--- src/sensor_packet_deframer_macros.svh ---
// assertion macros used by the deframer fifo
`ifndef SENSOR_PACKET_DEFRAMER_MACROS_SVH
`define SENSOR_PACKET_DEFRAMER_MACROS_SVH

`ifndef NO_ASSERTIONS
// property that must hold on every clock edge outside reset
`define SPD_ASSERT(label, prop) \
  label: assert property (@(posedge clk_i) disable iff (!rst_ni) (prop)) \
    else $error("spd assertion failed");
// condition in one cycle implies a consequence in the next
`define SPD_ASSERT_NEXT(label, pre, post) \
  label: assert property (@(posedge clk_i) disable iff (!rst_ni) (pre) |=> (post)) \
    else $error("spd assertion failed");
`else
`define SPD_ASSERT(label, prop)
`define SPD_ASSERT_NEXT(label, pre, post)
`endif

`endif

--- src/spd_pkg.sv ---
// types and constants of the sensor packet deframer
`timescale 1ns / 1ps

package spd_pkg;

  localparam logic [7:0] START_BYTE = 8'hAA;
  localparam logic [7:0] END_BYTE   = 8'h55;

  localparam int unsigned GAIN_W   = 24;
  localparam int unsigned OFFSET_W = 32;
  localparam int unsigned WORD_W   = 16;
  localparam int unsigned OXY_W    = 24;
  localparam int unsigned PROD_W   = WORD_W + GAIN_W;

  typedef enum logic [1:0] {
    CFG_OXY_GAIN   = 2'd0,
    CFG_OXY_OFFSET = 2'd1,
    CFG_DEPTH_LIM  = 2'd2
  } cfg_idx_e;

  typedef struct packed {
    logic [GAIN_W-1:0]   oxy_gain;
    logic [OFFSET_W-1:0] oxy_offset;
    logic [WORD_W-1:0]   depth_limit;
  } cfg_t;

  // raw words of one complete frame
  typedef struct packed {
    logic [WORD_W-1:0] oxygen;
    logic [WORD_W-1:0] pressure;
    logic [WORD_W-1:0] temperature;
    logic [WORD_W-1:0] depth;
  } frame_t;

  typedef struct packed {
    logic [OXY_W-1:0]  oxygen_milli;
    logic [WORD_W-1:0] pressure_tenths;
    logic [WORD_W-1:0] temperature_hundredths;
    logic [WORD_W-1:0] depth_cm;
  } result_t;

endpackage

--- src/spd_fifo.sv ---
// small register based queue used between the deframer stages
`timescale 1ns / 1ps
`include "sensor_packet_deframer_macros.svh"

module spd_fifo #(
  parameter int unsigned WIDTH = 64,
  parameter int unsigned DEPTH = 2
) (
  input  logic             clk_i,
  input  logic             rst_ni,
  input  logic             push_i,
  input  logic [WIDTH-1:0] data_i,
  output logic             full_o,
  input  logic             pop_i,
  output logic [WIDTH-1:0] data_o,
  output logic             empty_o
);

  localparam int unsigned PTR_W = (DEPTH > 1) ? $clog2(DEPTH) : 1;
  localparam int unsigned CNT_W = $clog2(DEPTH + 1);
  localparam logic [PTR_W-1:0] LAST = PTR_W'(DEPTH - 1);

  logic [WIDTH-1:0] mem_q [DEPTH];
  logic [PTR_W-1:0] wr_ptr_q, rd_ptr_q;
  logic [CNT_W-1:0] count_q;
  logic             do_push, do_pop;

  assign full_o  = (count_q == CNT_W'(DEPTH));
  assign empty_o = (count_q == '0);
  assign do_push = push_i && !full_o;
  assign do_pop  = pop_i && !empty_o;
  assign data_o  = mem_q[rd_ptr_q];

  always_ff @(posedge clk_i or negedge rst_ni) begin
    if (!rst_ni) begin
      wr_ptr_q <= '0;
      rd_ptr_q <= '0;
      count_q  <= '0;
    end else begin
      if (do_push) begin
        wr_ptr_q <= (wr_ptr_q == LAST) ? '0 : wr_ptr_q + 1'b1;
      end
      if (do_pop) begin
        rd_ptr_q <= (rd_ptr_q == LAST) ? '0 : rd_ptr_q + 1'b1;
      end
      if (do_push && !do_pop) begin
        count_q <= count_q + 1'b1;
      end else if (do_pop && !do_push) begin
        count_q <= count_q - 1'b1;
      end
    end
  end

  always_ff @(posedge clk_i) begin
    if (do_push) begin
      mem_q[wr_ptr_q] <= data_i;
    end
  end

  `SPD_ASSERT(a_count_bound, count_q <= CNT_W'(DEPTH))
  `SPD_ASSERT_NEXT(a_count_up, do_push && !do_pop, count_q == $past(count_q) + 1'b1)
  `SPD_ASSERT_NEXT(a_count_down, do_pop && !do_push, count_q == $past(count_q) - 1'b1)

endmodule

--- src/spd_frame_parser.sv ---
// front end: byte framing state machine that collects the four sensor words
`timescale 1ns / 1ps

module spd_frame_parser
  import spd_pkg::*;
(
  input  logic       clk_i,
  input  logic       rst_ni,
  input  logic       byte_valid_i,
  input  logic [7:0] byte_i,
  output logic       frame_push_o,
  output frame_t     frame_o
);

  typedef enum logic [3:0] {
    PH_IDLE   = 4'd0,
    PH_OXY_H  = 4'd1,
    PH_OXY_L  = 4'd2,
    PH_PRS_H  = 4'd3,
    PH_PRS_L  = 4'd4,
    PH_TMP_H  = 4'd5,
    PH_TMP_L  = 4'd6,
    PH_DEP_H  = 4'd7,
    PH_DEP_L  = 4'd8,
    PH_END    = 4'd9
  } phase_e;

  phase_e            phase_q, phase_d;
  logic [7:0]        high_byte_q;
  frame_t            frame_q;
  logic [WORD_W-1:0] word;

  assign word = {high_byte_q, byte_i};

  always_comb begin
    phase_d = phase_q;
    unique case (phase_q)
      PH_OXY_H: phase_d = PH_OXY_L;
      PH_OXY_L: phase_d = PH_PRS_H;
      PH_PRS_H: phase_d = PH_PRS_L;
      PH_PRS_L: phase_d = PH_TMP_H;
      PH_TMP_H: phase_d = PH_TMP_L;
      PH_TMP_L: phase_d = PH_DEP_H;
      PH_DEP_H: phase_d = PH_DEP_L;
      PH_DEP_L: phase_d = PH_END;
      PH_END:   phase_d = PH_IDLE;
      default:  phase_d = (byte_i == START_BYTE) ? PH_OXY_H : PH_IDLE;
    endcase
  end

  // a start byte inside a frame is plain data, no resync
  always_ff @(posedge clk_i or negedge rst_ni) begin
    if (!rst_ni) begin
      phase_q     <= PH_IDLE;
      high_byte_q <= '0;
      frame_q     <= '0;
    end else if (byte_valid_i) begin
      phase_q <= phase_d;
      unique case (phase_q)
        PH_OXY_H, PH_PRS_H, PH_TMP_H, PH_DEP_H: high_byte_q <= byte_i;
        PH_OXY_L: frame_q.oxygen      <= word;
        PH_PRS_L: frame_q.pressure    <= word;
        PH_TMP_L: frame_q.temperature <= word;
        PH_DEP_L: frame_q.depth       <= word;
        default: ;
      endcase
    end
  end

  assign frame_push_o = byte_valid_i && (phase_q == PH_END) && (byte_i == END_BYTE);
  assign frame_o      = frame_q;

endmodule

--- src/spd_scaler.sv ---
// back end: oxygen calibration and depth limit, one register stage from frame pop to result push
`timescale 1ns / 1ps

module spd_scaler
  import spd_pkg::*;
(
  input  logic    clk_i,
  input  logic    rst_ni,
  input  cfg_t    cfg_i,
  input  frame_t  frame_i,
  input  logic    frame_empty_i,
  output logic    frame_pop_o,
  output logic    res_push_o,
  output result_t res_o,
  input  logic    res_full_i
);

  logic              s1_valid_q;
  logic [PROD_W-1:0] prod_q;
  logic [WORD_W-1:0] prs_q, tmp_q, dep_q;
  logic              advance;
  logic [PROD_W:0]   diff;

  assign advance     = !s1_valid_q || !res_full_i;
  assign frame_pop_o = !frame_empty_i && advance;
  assign res_push_o  = s1_valid_q && !res_full_i;

  always_ff @(posedge clk_i or negedge rst_ni) begin
    if (!rst_ni) begin
      s1_valid_q <= 1'b0;
    end else if (advance) begin
      s1_valid_q <= !frame_empty_i;
    end
  end

  always_ff @(posedge clk_i) begin
    if (frame_pop_o) begin
      prod_q <= PROD_W'(frame_i.oxygen) * PROD_W'(cfg_i.oxy_gain);
      prs_q  <= frame_i.pressure;
      tmp_q  <= frame_i.temperature;
      dep_q  <= (frame_i.depth > cfg_i.depth_limit) ? '0 : frame_i.depth;
    end
  end

  // a 40 bit product shifted down by 16 always fits 24 bits, so no clamp on top
  assign diff = {1'b0, prod_q} - (PROD_W + 1)'(cfg_i.oxy_offset);

  always_comb begin
    res_o.oxygen_milli           = (prod_q > PROD_W'(cfg_i.oxy_offset))
                                   ? diff[PROD_W-1:PROD_W-OXY_W] : '0;
    res_o.pressure_tenths        = prs_q;
    res_o.temperature_hundredths = tmp_q;
    res_o.depth_cm               = dep_q;
  end

endmodule

--- src/sensor_packet_deframer.sv ---
// top level of the sensor packet deframer
`timescale 1ns / 1ps

// Takes one received byte per clock (push/full) and hands out one decoded
// reading per good frame (empty/pop). A frame is the start byte 0xAA, four
// big-endian words (oxygen, pressure, temperature, depth) and the end byte
// 0x55; a bad end byte drops the frame. The byte framer never waits except
// when the frame queue (FRAME_DEPTH entries) is full, so full stays low while
// results are drained. After its end byte a frame is written to the frame
// queue, then to the scaler register, where the 16x24 oxygen multiply is
// registered as the frame is popped, then through the offset subtract into
// the result queue. Configuration writes take effect at once and are meant
// for when no frame is in flight.

module sensor_packet_deframer
  import spd_pkg::*;
#(
  parameter int unsigned FRAME_DEPTH  = 2,
  parameter int unsigned RESULT_DEPTH = 2
) (
  input  logic              clk_i,
  input  logic              rst_ni,
  input  logic              push,
  output logic              full,
  input  logic [7:0]        rx_byte_i,
  output logic              empty,
  input  logic              pop,
  output logic [OXY_W-1:0]  oxygen_milli_o,
  output logic [WORD_W-1:0] pressure_tenths_o,
  output logic [WORD_W-1:0] temperature_hundredths_o,
  output logic [WORD_W-1:0] depth_cm_o,
  input  logic              cfg_we_i,
  input  logic [1:0]        cfg_idx_i,
  input  logic [31:0]       cfg_data_i
);

  cfg_t    cfg_q;
  logic    byte_take;
  logic    frame_push, frame_pop, frame_full, frame_empty;
  frame_t  frame_in, frame_out;
  logic    res_push, res_full;
  result_t res_in, res_out;

  always_ff @(posedge clk_i or negedge rst_ni) begin
    if (!rst_ni) begin
      cfg_q.oxy_gain    <= GAIN_W'(4756080);
      cfg_q.oxy_offset  <= OFFSET_W'(12649800);
      cfg_q.depth_limit <= WORD_W'(2000);
    end else if (cfg_we_i) begin
      unique case (cfg_idx_i)
        CFG_OXY_GAIN:   cfg_q.oxy_gain    <= cfg_data_i[GAIN_W-1:0];
        CFG_OXY_OFFSET: cfg_q.oxy_offset  <= cfg_data_i[OFFSET_W-1:0];
        CFG_DEPTH_LIM:  cfg_q.depth_limit <= cfg_data_i[WORD_W-1:0];
        default: ;
      endcase
    end
  end

  assign full      = frame_full;
  assign byte_take = push && !frame_full;

  spd_frame_parser u_parser (
    .clk_i        (clk_i),
    .rst_ni       (rst_ni),
    .byte_valid_i (byte_take),
    .byte_i       (rx_byte_i),
    .frame_push_o (frame_push),
    .frame_o      (frame_in)
  );

  spd_fifo #(
    .WIDTH ($bits(frame_t)),
    .DEPTH (FRAME_DEPTH)
  ) u_frame_q (
    .clk_i   (clk_i),
    .rst_ni  (rst_ni),
    .push_i  (frame_push),
    .data_i  (frame_in),
    .full_o  (frame_full),
    .pop_i   (frame_pop),
    .data_o  (frame_out),
    .empty_o (frame_empty)
  );

  spd_scaler u_scaler (
    .clk_i         (clk_i),
    .rst_ni        (rst_ni),
    .cfg_i         (cfg_q),
    .frame_i       (frame_out),
    .frame_empty_i (frame_empty),
    .frame_pop_o   (frame_pop),
    .res_push_o    (res_push),
    .res_o         (res_in),
    .res_full_i    (res_full)
  );

  spd_fifo #(
    .WIDTH ($bits(result_t)),
    .DEPTH (RESULT_DEPTH)
  ) u_result_q (
    .clk_i   (clk_i),
    .rst_ni  (rst_ni),
    .push_i  (res_push),
    .data_i  (res_in),
    .full_o  (res_full),
    .pop_i   (pop),
    .data_o  (res_out),
    .empty_o (empty)
  );

  assign oxygen_milli_o           = res_out.oxygen_milli;
  assign pressure_tenths_o        = res_out.pressure_tenths;
  assign temperature_hundredths_o = res_out.temperature_hundredths;
  assign depth_cm_o               = res_out.depth_cm;

endmodule
--- config.mk ---
export PLATFORM = sky130hd
export DESIGN_NAME = sensor_packet_deframer
export DESIGN_NICKNAME = d
export VERILOG_FILES = /design/src/spd_pkg.sv /design/src/spd_fifo.sv /design/src/spd_frame_parser.sv /design/src/spd_scaler.sv /design/src/sensor_packet_deframer.sv
export VERILOG_INCLUDE_DIRS = /design/src /design/src/src
export SDC_FILE = /design/constraint.sdc
export NUM_CORES = 1
export LEC_CHECK = 0
export BUFFER_PORTS_ARGS = -buffer_cell sky130_fd_sc_hd__buf_2
export CAP_MARGIN = 20
export CORE_MARGIN = 5
export CORE_UTILIZATION = 55
export DETAILED_ROUTE_END_ITERATION = 7
export MAX_ROUTING_LAYER = met4
export PLACE_DENSITY = 0.79
export REMOVE_ABC_BUFFERS = 1
export SETUP_SLACK_MARGIN = 0.2
export SYNTH_ARGS = -nofsm -noshare
export SYNTH_HDL_FRONTEND = slang
export SYNTH_HIERARCHICAL = 1
export SYNTH_SLANG_ARGS = --single-unit
--- constraint.sdc ---
create_clock -name clk_i -period 8.37 [get_ports clk_i]
set_input_delay 0 -clock clk_i [delete_from_list [all_inputs] [get_ports clk_i]]
set_output_delay 0 -clock clk_i [all_outputs]
set_load 0.01 [all_outputs]
==> impl_results.md <==
- Cells on worst reg2reg path: 21
- Max-slew violations: 0
- Pin count of the biggest net entering global routing: 66
- Core box area: 61700 µm²
- Critical Path Source: u_frame_q/rd_ptr_q$_DFFE_PN0P_
- Register area share after synthesis: 43.0%
- RSZ-0062 raised after global routing: false
- Post-synthesis cell type count: 89
- Share of cells above drive strength 1: 18.6%
- Most frequent CP cell: fa_1
- Crit path cell chain: mux2_2 -> nand2_1 -> fa_1 -> inv_1 -> fa_1 -> inv_1 -> fa_1 -> inv_1 -> fa_1 -> fa_1 -> inv_1 -> fa_1 -> inv_1 -> ha_1 -> a21oi_2 -> and2_0 -> or4b_1 -> a2111o_1 -> a221oi_4 -> o31ai_1 -> xnor2_1
- Clock slew at reported path FFs: 0.06 ns
- #FFs+latches synth: 517
- WS Path Type: reg2reg
- Syn Area/Cell: 12.5 µm²
- Status: completed
- Detail Route Antenna Nets: 0
- DR WL/cell: 22.0 µm
- Hold path start: cfg_idx_i[0]
- Worst reg-to-reg setup slack: 1.02 ns
- GRT overflow: 0
- H-tree depth: 2
- Clock Sinks: 517
- Synthesis-to-finish area growth: 9.65%
- CTS root buf: clkbuf_16
- HP Class: in2reg
- Max Used Layer: met4
- Final Cell Area: 37600 µm²
- First-pass DRT Iterations: 7
- CP arrival: around 7.7 ns
- Req. time, crit path: 8.71 ns
- Final period util: just under 90%
- Mapped Area: 34300 µm²
- M1 wire length: 34500 µm
- Max frequency: between 100 and 150 MHz
- Post-layout min period: 7.35 ns
- CP Buf/Inv Count: 5
- Worst slew margin: 32.7%
- Worst r2r src: u_frame_q/rd_ptr_q$_DFFE_PN0P_
- Initial Utilization: 55.6%
- Vias: 21200
- First-pass GRT wire length: between 100000 and 150000 µm
- Total setup buffers inserted after CTS: 0
- Die area: between 60000 and 70000 µm²
- Gate Count Post-Synth: 2746
- CP startpoint kind: flop
- Metal2 WL: about 41000 µm
- FFs w/ async S/R, synth: between 30% and 40%
- Worst r2r dst: u_scaler/prod_q[39]$_DFFE_PP_
- Clk buf depth: 3
- Kind of cell adding the most delay to the critical path: adder cells
- Area after DPL: 35400 µm²
- Final estimated routing congestion in global placement: 0.938
- IO Pins: between 100 and 150
- Die width: around 260 µm
- Number of cells on the critical path: 21
- Via density per instance: 5.65
- Critical path peak fanout: 24
- CTS tree: yes
- # setup viols final: 0
- Critical Path Sink Type: flop
- CP max stage delay: 0.67 ns
- Hpwl dp: between 50000 and 60000 µm
- DRC: 0
- Clock skew: 0.0189 ns
- CTS Buf Count: 53
- Worst-margin pin slew: 1.01 ns
- Top FF cell, synth: edfxtp_1
- Initial drt markers: 1723
- Post-synth EDFFs: 360
- Die Ht: 260 µm
- NumNets Final: 3380
- Slowest CP cell: mux2_2
- Yosys warning count: 6
- Hold Path Depth: 4
- Hold Path Sink: cfg_q[71]$_DFFE_PN0P_
- Detailed Route WL: 82500 µm
- Final Hold Fails: 0
- Global Route Usage Sum: 25.3%
- Port Buf Inserts: 120
- Clk Latency, worst-skew pair: 0.60 ns
- Met3 WL post-DR: approximately 5400 µm
- Max-Cap Viols: 0
- Number of global-route vias before repair: 22900
- # rows: 91
- Antenna violations before repair: 1
per-layer routing:
| layer | track usage, % | vias to the layer above |
|---|---|---|
| li1 | - | 9396 |
| met1 | 33.2 | 10800 |
| met2 | 41.9 | 838 |
| met3 | 3.96 | 132 |
| met4 | 6.36 | 0 |
| met5 | - | - |
flip-flops by register name (all words and copies together), names as in the netlist:
register              cells
u_frame_q/wr_ptr_q        1
u_scaler/s1_valid_q       1
u_parser/frame_o         64
u_result_q/mem_q        144
u_parser/high_byte_q      8
u_frame_q/mem_q         128
cfg_q                    72
u_scaler/prod_q          40
u_scaler/dep_q           16
u_scaler/tmp_q           16
u_scaler/prs_q           16
u_parser/phase_q          4
u_frame_q/rd_ptr_q        1
u_result_q/wr_ptr_q       1
u_result_q/rd_ptr_q       1
u_frame_q/count_q         2
u_result_q/count_q        2
cell usage in the layout, fill, tap and decap left out, types with 6 or more instances in the layout:
cell type	instances
and2_1	173
nand2_1	275
clkinv_1	11
a21oi_1	65
xnor2_1	26
buf_2	119
clkbuf_1	16
and3_1	6
dlygate4sd3_1	45
nor4_1	6
buf_4	15
nor3_1	18
nor2_1	46
a22oi_1	6
o21a_1	12
clkbuf_16	53
nand4_1	17
inv_1	413
a211o_1	6
ha_1	162
xor2_1	25
nor2b_1	10
a21boi_0	17
dfstp_2	21
a31oi_1	12
a211oi_1	18
fa_1	306
o21ai_0	34
mux2_4	119
dfrtp_1	134
o21bai_1	9
o211ai_1	8
bufinv_16	6
edfxtp_1	360
a21o_1	51
nand3_1	13
mux2_2	156
cells by family after synthesis:
family / Yosys count / synth area share (%)
AOI/OAI and AO/OA: 286 / 5.75
xor gates and xnor gates: 51 / 1.30
adders and majority gates: 468 / 23.8
buffers and inverters: 529 / 6.60
DFF: 517 / 43.0
muxes: 282 / 10.5
and+or+nand+nor: 613 / 9.01
worst register-to-register path, cell delays in order, from the launching register on:
cell and delay [ns]:
dfrtp_4 0.61, mux2_2 0.68, nand2_1 0.17, fa_1 0.56, inv_1 0.06, fa_1 0.52
inv_1 0.05, fa_1 0.49, inv_1 0.05, fa_1 0.48, fa_1 0.49, inv_1 0.05
fa_1 0.47, inv_1 0.04, ha_1 0.38, a21oi_2 0.20, and2_0 0.19, or4b_1 0.45
a2111o_1 0.44, a221oi_4 0.40, o31ai_1 0.18, xnor2_1 0.15
cell usage after synthesis (all sizes together), types with 21 or more instances:
cell | count | share of area, %
nand2 | 275 | 3.0
a21oi | 71 | 1.1
inv | 413 | 4.5
dfrtp | 136 | 9.9
xnor2 | 26 | 0.66
fa | 306 | 18
dfstp | 21 | 1.6
o21ai | 39 | 0.58
ha | 162 | 5.9
and2 | 175 | 3.2
clkbuf | 80 | 0.90
mux2 | 280 | 10
a21o | 51 | 1.1
xor2 | 25 | 0.64
buf | 36 | 1.2
edfxtp | 360 | 32
nor2 | 49 | 0.54
through the flow:
| stage | util, % | worst slack [ns] | instances | hold slack, ns | setup TNS (ns) |
|---|---|---|---|---|---|
| 6_report | 61.0 | 1.02 | 3747 | 0.136 | 0 |
| 5_1_grt | 61.0 | 0.695 | 3747 | 0.134 | 0 |
| 4_1_cts | 61.0 | 1.02 | 3746 | 0.0952 | 0 |
| 3_5_place_dp | 57.4 | 0.995 | 3602 | 0.000688 | 0 |
| 3_3_place_gp | 57.4 | 1.05 | 3602 | -0.0117 | 0 |
| 2_1_floorplan | - | -0.231 | 2630 | -0.296 | -0.658 |
how the worst max path moves through the flow:
stage / end
global route: u_scaler/prod_q[35]$_DFFE_PP_
global placement: u_scaler/prod_q[35]$_DFFE_PP_
CTS: u_scaler/prod_q[35]$_DFFE_PP_
finish: u_scaler/prod_q[39]$_DFFE_PP_
floorplan: u_scaler/prod_q[35]$_DFFE_PP_
detailed placement: u_scaler/prod_q[39]$_DFFE_PP_
what timing repair did:
action,CTS,global route
hold buffers,45,0
gates resized for setup,0,0
endpoints found under the hold margin,169,0
cell type report:
class	count	area, µm²
fill	4704	24100
multi-input combinational	1700	17300
sequential	517	14800
inverter	413	1550
clock buffer	72	1430
timing repair buffer	180	1170
tap	837	1050
clock inverter	27	334
antenna	1	2.50
Power is not shown: default switching activity piles up to over one toggle a cycle in this logic, so the estimate is an artifact.
